File: src/prf_pkg.sv
// shared types, constants and codes of the position restraint force block
// no dependencies; imported by every module of the block

package prf_pkg;

	localparam int NUM_STATES      = 4;
	localparam int ATOM_INDEX_BITS = 16;
	localparam int LAMBDA_REGS     = 4;
	localparam int AXES            = 3;
	localparam int QUEUE_DEPTH     = 2;

	localparam int N_USE_MAX   = (NUM_STATES < LAMBDA_REGS) ? NUM_STATES : LAMBDA_REGS;
	localparam int STATE_IDX_W = (NUM_STATES > 1) ? $clog2(NUM_STATES) : 1;
	localparam int LAMBDA_IDX_W = (LAMBDA_REGS > 1) ? $clog2(LAMBDA_REGS) : 1;
	localparam int AXIS_W      = $clog2(AXES);

	localparam logic [15:0] ATOM_MASK = (ATOM_INDEX_BITS >= 16) ? 16'hFFFF :
		16'((32'd1 << ATOM_INDEX_BITS) - 32'd1);

	localparam logic [15:0] LAMBDA_ONE = 16'd32768;
	localparam logic [63:0] SAT64      = 64'h7FFF_FFFF_FFFF_FFFF;

	// register indexes of the configuration port
	localparam logic [2:0] CFG_ACTIVE  = 3'd0;
	localparam logic [2:0] CFG_LAMBDA0 = 3'd1;

	typedef enum logic [1:0] {
		KIND_FORCE = 2'd0,
		KIND_STATE = 2'd1,
		KIND_PLAIN = 2'd2
	} kind_t;

	typedef enum logic [2:0] {
		BK_IDLE,
		BK_ABS,
		BK_RUN,
		BK_UPD,
		BK_EMIT_F,
		BK_EMIT_S,
		BK_EMIT_P
	} bk_state_t;

	// one classified restraint as it waits between front and back
	typedef struct packed {
		logic [15:0]               atom;
		logic [15:0]               lam;
		logic [NUM_STATES-1:0]     st_mask;
		logic                      plain;
		logic                      last;
		logic [AXES-1:0][32:0]     d;
		logic [AXES-1:0][23:0]     k;
	} prf_item_t;

endpackage

File: src/prf_queue.sv
// short queue of classified items between the front and back parts
// depends on prf_pkg for the item type and depth

module prf_queue (
	input  logic                clk,
	input  logic                arst_n,
	input  logic                push,
	input  prf_pkg::prf_item_t  push_item,
	output logic                full,
	input  logic                pop,
	output logic                empty,
	output prf_pkg::prf_item_t  head
);
	import prf_pkg::*;

	localparam int PTR_W = (QUEUE_DEPTH > 1) ? $clog2(QUEUE_DEPTH) : 1;
	localparam int CNT_W = $clog2(QUEUE_DEPTH + 1);

	prf_item_t         ent_q [QUEUE_DEPTH];
	logic [PTR_W-1:0]  wr_ptr_q;
	logic [PTR_W-1:0]  rd_ptr_q;
	logic [CNT_W-1:0]  cnt_q;

	assign full  = cnt_q == CNT_W'(QUEUE_DEPTH);
	assign empty = cnt_q == '0;
	assign head  = ent_q[rd_ptr_q];

	always_ff @(posedge clk) begin
		if (push) begin
			ent_q[wr_ptr_q] <= push_item;
		end
	end

	always_ff @(posedge clk or negedge arst_n) begin
		if (!arst_n) begin
			wr_ptr_q <= '0;
			rd_ptr_q <= '0;
			cnt_q    <= '0;
		end else begin
			if (push) begin
				wr_ptr_q <= (wr_ptr_q == PTR_W'(QUEUE_DEPTH - 1)) ? '0 : wr_ptr_q + 1'b1;
			end
			if (pop) begin
				rd_ptr_q <= (rd_ptr_q == PTR_W'(QUEUE_DEPTH - 1)) ? '0 : rd_ptr_q + 1'b1;
			end
			if (push && !pop) begin
				cnt_q <= cnt_q + 1'b1;
			end else if (pop && !push) begin
				cnt_q <= cnt_q - 1'b1;
			end
		end
	end

endmodule

File: config.mk
export PLATFORM = sky130hd
export DESIGN_NAME = prf_queue
export DESIGN_NICKNAME = d
export VERILOG_FILES = /design/src/prf_pkg.sv /design/src/prf_queue.sv
export SDC_FILE = /design/constraint.sdc
export NUM_CORES = 1
export LEC_CHECK = 0
export BUFFER_PORTS_ARGS = -buffer_cell sky130_fd_sc_hd__buf_2
export CORE_MARGIN = 5
export CORE_UTILIZATION = 56
export DETAILED_ROUTE_END_ITERATION = 12
export GPL_TIMING_DRIVEN = 0
export PLACE_DENSITY = 0.85
export SETUP_SLACK_MARGIN = 0.5
export SYNTH_ARGS = -nofsm -noshare
export SYNTH_HDL_FRONTEND = slang
export SYNTH_SLANG_ARGS = --single-unit
File: constraint.sdc
create_clock -name clk -period 26.4 [get_ports clk]
set_input_delay 1.32 -clock clk [delete_from_list [all_inputs] [get_ports clk]]
set_output_delay 1.32 -clock clk [all_outputs]
set_load 0.03 [all_outputs]
==> results by group <==
Route
  – Initial detailed-routing violation count: 431
  – Via density per instance: 5.32
  – Remaining routing DRC violations: 0
  – Per-cell routed wire length: 22.1 um
  – Vias: 8073
  – ANT nets after route: 0
  – Total Wirelength: 33500 um
  – DR pass1 iterations: 5

CTS
  – Post-CTS Setup Inserts: 0
  – CTS Buf Count: 41
  – Clock Root Buffer: clkbuf_16
  – H-tree lvl count: 2
  – Post_cts resized: 0
  – Clock Path Buffers: 3
  – Clk_lat worst skew: 0.51 ns
  – CTS Hold Buffers Added: 0
  – Sink Count: 422
  – Clock slew at reported path FFs: 0.06 ns
  – CTS tree: yes

GRT
  – Vias in the first global route: 8819
  – First-pass GRT wire length: 50100 um
  – GR peak layer: met2
  – Routing usage on met1: 0.229
  – Initial antenna violation count: 8
  – Largest net degree at the start of global routing: 69
  – Global-route met2 utilization: 0.384
  – All-Layer GR Usage: 0.211
  – Routing usage on met3: 0.0747
  – Remaining Overflow, GRT: 0

Pwr
  – Peak VDD IR: 0.0823 mV
  – Switch Pwr: 805 uW
  – Switching power share of the total: 0.352
  – Gate power share: 0.373
  – P_leak: 7.32 nW
  – Power Internal: 1.48 mW
  – P per Cell Area: 118 nW/um^2
  – Flop pwr share: 0.401
  – Clock share of power: 0.226

Timing
  – Unrepaired setup endpoints after global routing: no
  – Setup violators final: 0
  – Slew @ Worst Pin: 0.918 ns
  – Final number of hold-violating endpoints: 0
  – Fmax achieved: 0.312 GHz
  – Final Max Slew Viols: 0
  – Min cycle time layout: 3.21 ns
  – Fin Hold WS: 0.490 ns
  – Crit share post-route: 0.122
  – Sum Neg Setup Slack: 0 ns
  – Headroom to the max-slew limit: 0.387
  – Skew final: 0.0114 ns

Floorplan
  – Placement row count: 60
  – # IOs: 424
  – Initial Util: 0.569
  – Full die area: 30800 um^2
  – Width of the die: 176 um
  – DIE HEIGHT: 176 um
  – Core area: 27000 um^2

Synth
  – Post-synthesis sequential area ratio: 0.825
  – Post-synth EDFFs: 418
  – Area share of the largest cell type after synthesis: 0.818
  – Most frequent cell after synthesis: edfxtp_1
  – Most frequently used flop master after synthesis: edfxtp_1
  – Async SR Flop Fraction: 0.00948
  – Yosys reg bits: 422
  – Synth warnings: 0
  – Count of cell types in the netlist: 12
  – Net Count, Synth: 880
  – Top cells by area, synth: edfxtp_1, mux2_2, buf_6
  – Yosys top cell by area: edfxtp_1
  – Synth Area per Inst: 23.0 um^2
  – Cells after Synth: 666
  – Synth top cells by count: edfxtp_1, mux2_2, buf_6, dfrtp_1, xor2_1
  – Post-Syn Area: 15300 um^2

Worst setup path
  – WP data arrival: 1.89 ns
  – Crit path capture type: output pin
  – FF-to-FF path depth: 4
  – Worst setup path endpoint: head[66]
  – Worst setup path startpoint: rd_ptr_q
  – Reg2Reg Setup Slack: 24.13 ns
  – Crit-path max FO: 10
  – Required time worst endpoint: 25.08 ns
  – Worst setup SP type: flop
  – Worst r2r src: wr_ptr_q
  – Critical path class: reg -> out
  – Worst reg2reg path endpoint: ent_q[0][95]

Final layout
  – Area growth from synthesis to layout: 25.9%
  – Post-Route Utilization: 0.717
  – Share of post-route cells with drive strength above 1: 0.612
  – Final nets: 1356

Placement
  – Gp weighted congestion: 0.773
  – Port Buffers: 423
  – Post-DP HPWL: 24000 um

Worst hold path
  – Hold Crit Class: reg -> reg

Outcome
  – Status: completed

Flow run
  – Maxcap violations: 0
[cell usage in the layout, fill, tap and decap left out, types with 6 or more instances in the layout]
cell type  instances
buf_12             6
buf_2            424
buf_6             22
clkbuf_1          12
clkbuf_16         41
clkinv_1           9
clkinv_2           7
diode_2            7
edfxtp_1         418
mux2_2           209
[critical path, stage by stage, from the launching register on]
cell and delay [ns]:
dfrtp_1 0.39, buf_6 0.22, buf_6 0.19, mux2_2 0.38, buf_2 0.19
[metrics by stage]
step / instance area, um^2 / std cells / setup WS, ns / power (mW)
5_1_grt: 19300 / 1516 / 23.10 / 2.38
4_1_cts: 19300 / 1510 / 23.14 / 2.31
2_1_floorplan: 15300 / 666 / 15.27 / 1.56
3_5_place_dp: 18100 / 1440 / 23.02 / 1.79
6_report: 19300 / 1517 / 23.19 / 2.29
3_3_place_gp: 17900 / 1430 / 10.29 / 1.81
[flip-flops by register name, summed over array words and instances (netlist names)]
name and cells:
cnt_q 2, wr_ptr_q 1, rd_ptr_q 1, ent_q 418
[per-layer routing]
| layer | wire (um) | up-vias |
|---|---|---|
| met5 | 19 | - |
| met4 | 1140 | 4 |
| met3 | 3380 | 74 |
| met2 | 17700 | 373 |
| met1 | 11300 | 3987 |
| li1 | - | 3635 |
[layout make-up]
class	count	area, um^2
Buffer	23	253
Fill cell	1569	7630
Sequential cell	422	12700
Clock inverter	17	98.8
Tap cell	341	427
Clock buffer	53	1070
Multi-Input combinational cell	220	2450
Inverter	1	3.75
Timing Repair Buffer	433	2350
Antenna cell	7	17.5
[power groups by stage]
| stage | Clock, mW | Combinational (mW) | Sequential, mW |
|---|---|---|---|
| floorplan | 0 | 0.600 | 0.961 |
| global placement | 0 | 0.825 | 0.986 |
| detailed placement | 0 | 0.858 | 0.931 |
| CTS | 0.526 | 0.865 | 0.918 |
| global route | 0.556 | 0.897 | 0.926 |
| finish | 0.517 | 0.854 | 0.916 |
[cells by family (layout without fill, tap and decap cells)]
logic type | after synthesis | count (layout) | share of synthesized area
other cells | 0 | 7 | 0
fa+ha+maj | 1 | 1 | 0.000815
buf+inv | 24 | 527 | 0.0167
mux | 209 | 209 | 0.153
flops | 422 | 422 | 0.825
xor+xnor | 5 | 5 | 0.00285
simple gates | 5 | 5 | 0.00171
[worst min path at each step]
stage,slack (ns),from,cells after the start,endpoint
global placement,0.47,wr_ptr_q,1,wr_ptr_q
floorplan,0.46,wr_ptr_q,1,wr_ptr_q
finish,0.49,cnt_q[1],1,cnt_q[1]
global route,0.53,cnt_q[1],1,cnt_q[1]
detailed placement,0.49,cnt_q[1],1,cnt_q[1]
CTS,0.49,cnt_q[1],1,cnt_q[1]
(Power assumes the default switching activity.)
