<file path="config.mk">
export PLATFORM = sky130hd
export DESIGN_NAME = prf_front
export DESIGN_NICKNAME = d
export VERILOG_FILES = /design/src/prf_pkg.sv /design/src/prf_front.sv
export SDC_FILE = /design/constraint.sdc
export NUM_CORES = 1
export LEC_CHECK = 0
export BUFFER_PORTS_ARGS = -buffer_cell sky130_fd_sc_hd__buf_2
export CAP_MARGIN = 20
export CORE_AREA = 2 2 203 205
export CTS_BUF_LIST = sky130_fd_sc_hd__clkbuf_4 sky130_fd_sc_hd__clkbuf_8
export DETAILED_ROUTE_END_ITERATION = 6
export DIE_AREA = 0 0 205 207
export PLACE_DENSITY_LB_ADDON = 0.12
export SETUP_SLACK_MARGIN = 0.3
export SKIP_CTS_REPAIR_TIMING = 1
export SYNTH_ARGS = -nofsm -noshare
export SYNTH_HDL_FRONTEND = slang
export SYNTH_SLANG_ARGS = --single-unit
</file>
<file path="constraint.sdc">
create_clock -name clk -period 3 [get_ports clk]
set_clock_uncertainty 0.1 [all_clocks]
set_input_delay 0.3 -clock clk [delete_from_list [all_inputs] [get_ports clk]]
set_output_delay 0.3 -clock clk [all_outputs]
set_load 0.01 [all_outputs]
</file>
<file path="src/prf_pkg.sv">
// shared types, constants and codes of the position restraint force block
// no dependencies; imported by every module of the block

package prf_pkg;

	localparam int NUM_STATES      = 4;
	localparam int ATOM_INDEX_BITS = 16;
	localparam int LAMBDA_REGS     = 4;
	localparam int AXES            = 3;
	localparam int QUEUE_DEPTH     = 2;

	localparam int N_USE_MAX   = (NUM_STATES < LAMBDA_REGS) ? NUM_STATES : LAMBDA_REGS;
	localparam int STATE_IDX_W = (NUM_STATES > 1) ? $clog2(NUM_STATES) : 1;
	localparam int LAMBDA_IDX_W = (LAMBDA_REGS > 1) ? $clog2(LAMBDA_REGS) : 1;
	localparam int AXIS_W      = $clog2(AXES);

	localparam logic [15:0] ATOM_MASK = (ATOM_INDEX_BITS >= 16) ? 16'hFFFF :
		16'((32'd1 << ATOM_INDEX_BITS) - 32'd1);

	localparam logic [15:0] LAMBDA_ONE = 16'd32768;
	localparam logic [63:0] SAT64      = 64'h7FFF_FFFF_FFFF_FFFF;

	// register indexes of the configuration port
	localparam logic [2:0] CFG_ACTIVE  = 3'd0;
	localparam logic [2:0] CFG_LAMBDA0 = 3'd1;

	typedef enum logic [1:0] {
		KIND_FORCE = 2'd0,
		KIND_STATE = 2'd1,
		KIND_PLAIN = 2'd2
	} kind_t;

	typedef enum logic [2:0] {
		BK_IDLE,
		BK_ABS,
		BK_RUN,
		BK_UPD,
		BK_EMIT_F,
		BK_EMIT_S,
		BK_EMIT_P
	} bk_state_t;

	// one classified restraint as it waits between front and back
	typedef struct packed {
		logic [15:0]               atom;
		logic [15:0]               lam;
		logic [NUM_STATES-1:0]     st_mask;
		logic                      plain;
		logic                      last;
		logic [AXES-1:0][32:0]     d;
		logic [AXES-1:0][23:0]     k;
	} prf_item_t;

endpackage

</file>
<file path="src/prf_front.sv">
// front part: configuration registers, item acceptance and classification
// depends on prf_pkg; pushes classified items into prf_queue

module prf_front (
	input  logic                clk,
	input  logic                arst_n,
	input  logic                cfg_we,
	input  logic [2:0]          cfg_index,
	input  logic [15:0]         cfg_data,
	input  logic                in_valid,
	output logic                in_stall,
	input  logic [15:0]         atom_index,
	input  logic [2:0]          state_sel,
	input  logic signed [31:0]  atom_x,
	input  logic signed [31:0]  atom_y,
	input  logic signed [31:0]  atom_z,
	input  logic signed [31:0]  ref_x,
	input  logic signed [31:0]  ref_y,
	input  logic signed [31:0]  ref_z,
	input  logic [23:0]         k_x,
	input  logic [23:0]         k_y,
	input  logic [23:0]         k_z,
	input  logic                last_restraint,
	input  logic                q_full,
	output logic                q_push,
	output prf_pkg::prf_item_t  q_item,
	output logic [2:0]          n_use
);
	import prf_pkg::*;

	logic [2:0]                        active_q;
	logic [LAMBDA_REGS-1:0][15:0]      lambda_q;
	logic [2:0]                        lam_off;
	logic                              sel_ok;
	logic [15:0]                       lam;

	always_ff @(posedge clk or negedge arst_n) begin
		if (!arst_n) begin
			active_q <= '0;
			for (int i = 0; i < LAMBDA_REGS; i++) begin
				lambda_q[i] <= (i == 0) ? LAMBDA_ONE : 16'd0;
			end
		end else if (cfg_we) begin
			if (cfg_index == CFG_ACTIVE) begin
				active_q <= cfg_data[2:0];
			end else if (cfg_index >= CFG_LAMBDA0 &&
					cfg_index < CFG_LAMBDA0 + 3'(LAMBDA_REGS)) begin
				lambda_q[LAMBDA_IDX_W'(cfg_index - CFG_LAMBDA0)] <= cfg_data;
			end
		end
	end

	// states in use: the count clamped to the accumulators and lambda registers
	assign n_use = (active_q > 3'(N_USE_MAX)) ? 3'(N_USE_MAX) : active_q;

	assign lam_off = state_sel - 3'd1;
	assign sel_ok  = (state_sel == 3'd0) || (state_sel <= n_use);

	always_comb begin
		if (state_sel == 3'd0) begin
			lam = LAMBDA_ONE;
		end else if (sel_ok) begin
			lam = lambda_q[LAMBDA_IDX_W'(lam_off)];
		end else begin
			lam = 16'd0;
		end
	end

	always_comb begin
		q_item.atom  = atom_index & ATOM_MASK;
		q_item.lam   = lam;
		q_item.last  = last_restraint;
		q_item.plain = (state_sel == 3'd0) && (n_use == 3'd0);
		for (int i = 0; i < NUM_STATES; i++) begin
			if (state_sel == 3'd0) begin
				q_item.st_mask[i] = 3'(i) < n_use;
			end else begin
				q_item.st_mask[i] = sel_ok && (lam_off == 3'(i));
			end
		end
		q_item.d[0] = 33'(atom_x) - 33'(ref_x);
		q_item.d[1] = 33'(atom_y) - 33'(ref_y);
		q_item.d[2] = 33'(atom_z) - 33'(ref_z);
		q_item.k[0] = k_x;
		q_item.k[1] = k_y;
		q_item.k[2] = k_z;
	end

	assign in_stall = q_full;
	assign q_push   = in_valid && !q_full;

endmodule

</file>
==> impl_metrics.py <==
metrics = {
    "outcome": {
        "status": "finished, violations left",
        "violations": "negative setup slack",
    },
    "detailed_routing": {
        "wire_per_inst_um": 16.9,
        "vias": 9654,
        "drtIter0Drc": 332,
        "via_per_inst": 4.65,
        "drtPass1Iterations": 5,
        "drc_errors": 0,
        "drtAntennaViolNets": 0,
        "routed_wl_um": 35100,
    },
    "clock_tree": {
        "cts_max_path_buffers": 2,
        "numCtsBuffers": 9,
        "clock-sinks": 67,
        "path_clk_slew_ps": 70,
        "cts_tree": "built",
        "htree_levels": 3,
        "clk_latency_ps": 330,
        "cts-root-buf": "clkbuf_8",
    },
    "power_and_ir_drop": {
        "power_mw": 5.20,
        "irDropWorstVdd_v": 0.000317,
        "p_leak_nw": 6.65,
        "powerDensity_nw_per_um2": 378,
    },
    "worst_setup_path": {
        "critPathMaxFanout": 4,
        "rr_startpoint": "active_q[2]",
        "required_ps": 2600,
        "endpoint": "q_item[102]",
        "critPathLaunch": "atom_x[0]",
        "critPathKind": "input port to output pin",
        "reg2reg_to": "active_q[2]",
        "crit_arrival_ps": 2820,
        "rrSetupSlack_ps": 2030,
        "crit_path_end_kind": "output pin",
        "cp-start-kind": "input port",
        "r2r_cells": 3,
    },
    "floorplanning": {
        "start_util_pct": 23.5,
        "core_area_um2": 40400,
        "fp.dieArea_um2": 42400,
        "die_y_um": 207,
        "num_io_pins": 522,
        "die_x_um": 205,
        "fp-row-count": 74,
    },
    "logic_synthesis": {
        "ys_seq_area_share_pct": 17.7,
        "netlist_area_um2": 9470,
        "syn_inst": 1165,
        "synth_ff_type": "dfrtp_1",
        "async_flop_share_pct": 100,
        "syn_nets": 1580,
        "synth_edf_count": 0,
        "yosysUniqueCellTypes": 77,
        "avgSynthCellArea_um2": 8.13,
        "ys_ff_latch": 67,
        "yosysWarnings": 0,
    },
    "timing": {
        "finalHoldViolations": 0,
        "drv_slew": 0,
        "finalSetupViolations": 6,
        "grt_setup_unrepaired": "true",
        "max_freq_ghz": 0.311,
        "slew_headroom_pct": 52.9,
        "post-route-min-period_ps": 3220,
        "worst_slack_ps": -220,
        "finalCritPeriodShare_pct": 107,
        "tightest_slew_ps": 706,
    },
    "final_layout": {
        "fin_cells": 2074,
        "area_delta_synth_final_pct": 45.2,
        "layout.cell_area.non_filler_um2": 13800,
        "fin_nets": 1951,
        "post-route-util_pct": 34.1,
        "drive_gt1_share_pct": 50.3,
    },
    "placement": {
        "placed_area_um2": 11900,
        "hpwl_um": 29400,
        "io_buffers": 343,
        "place_inst": 2028,
        "globalplace.congestion": 0.844,
        "place_ws_ps": -348,
    },
    "grt": {
        "grt_pass1_wl_um": 53100,
        "antenna_found_initial": 7,
        "grt_overflow": 0,
        "grt_max_degree": 40,
        "grt_usage_pct": 15.5,
        "grt_pass1_vias": 9665,
    },
    "hold_path": {
        "hold_class": "input port to flip-flop",
    },
    "run": {
        "drv_cap": 0,
    },
}
cell type report:
cell class	instances	area, um2
clock buffers	11	145
diodes	1	2.50
flip-flops and latches	67	1680
inverters	130	508
multi-input cells	847	7740
fillers	4364	26600
well taps	532	666
clock inverters	5	52.6
repair buffers	481	2970
power breakdown:
group	leakage (nW)	switching [mW]	internal, mW
registers	0.802	0.0981	1.10
clock network	0.103	0.341	0.411
logic	5.75	1.63	1.62
total	6.65	2.07	3.14
worst max-delay path, cell delays in order:
cell      delay [ps]
buf_8             80
inv_8             30
ha_4             150
fa_2             340
nand2b_4         160
a21oi_4          150
o211ai_1         220
a2111o_1         450
a211o_1          340
o21a_1           200
nor3_2           220
buf_2            170
through the flow:
step / hold slack (ps) / setup TNS (ps)
2_1_floorplan: -95.6 / 0
3_3_place_gp: 291 / -1840
3_5_place_dp: 291 / -2060
4_1_cts: -93.2 / -3120
5_1_grt: 120 / -1420
6_report: 132 / -732
state kept, by name, summed over array words and instances, names as in the netlist:
name      cells
lambda_q     64
active_q      3
layout by cell type (no fill, tap or decap), drive strengths merged, types with 15 or more instances in the layout:
| cell type | count |
|---|---|
| nand2 | 81 |
| o21ai | 55 |
| nand3 | 21 |
| nor2b | 26 |
| buf | 480 |
| a21o | 35 |
| dfrtp | 66 |
| ha | 104 |
| nor2 | 66 |
| inv | 130 |
| a21oi | 98 |
| nand2b | 15 |
| xor2 | 34 |
| xnor2 | 42 |
| nor3 | 22 |
| mux2 | 67 |
| mux4 | 16 |
logic make-up after synthesis:
kind of cell,after synthesis,share of synthesized area [%]
AO/OA/AOI/OAI,293,20.1
AND/OR/NAND/NOR,286,15.2
buffers and inverters,251,13.6
adder cells (fa/ha/maj),107,14.4
multiplexers,85,12.0
XOR/XNOR,76,7.03
flip-flops,67,17.7
per-layer routing:
layer	track usage (%)	vias up	share of wire, %
li1	-	4762	-
met2	27.4	258	50
met5	0	-	0.16
met4	3.18	8	1.5
met1	19.3	4573	42
met3	3.12	53	6.0
worst min path at each step:
stage                      start      endpoint  slack, ps  depth (start not counted)
finish               cfg_data[9]   lambda_q[9]        130                          2
detailed placement        arst_n  lambda_q[12]        290                          1
floorplan                 arst_n   active_q[0]       -100                          0
global route        cfg_data[13]  lambda_q[45]        120                          2
global placement          arst_n  lambda_q[12]        290                          1
CTS                       arst_n  lambda_q[54]        -90                          1
cells in the mapped netlist (all sizes together), types with 10 or more instances:
| library cell | n | area share, % |
|---|---|---|
| nor2b | 26 | 1.7 |
| mux4 | 16 | 3.8 |
| a21o | 35 | 2.8 |
| dfrtp | 66 | 17 |
| xor2 | 34 | 3.1 |
| mux2 | 67 | 8.0 |
| o21ai | 55 | 2.9 |
| buf | 95 | 7.4 |
| inv | 130 | 5.2 |
| o21a | 12 | 0.95 |
| nor2 | 66 | 2.6 |
| a31oi | 12 | 0.86 |
| clkbuf | 26 | 1.0 |
| nand3 | 21 | 1.1 |
| a21oi | 98 | 5.3 |
| nand2b | 15 | 0.99 |
| a211oi | 13 | 1.1 |
| o211ai | 12 | 0.95 |
| xnor2 | 42 | 3.9 |
| nor3 | 22 | 1.3 |
| ha | 104 | 14 |
| nand2 | 81 | 3.2 |
| nand4 | 10 | 0.73 |
| and2 | 10 | 0.66 |
No activity file was read; power rests on OpenSTA's default activity.
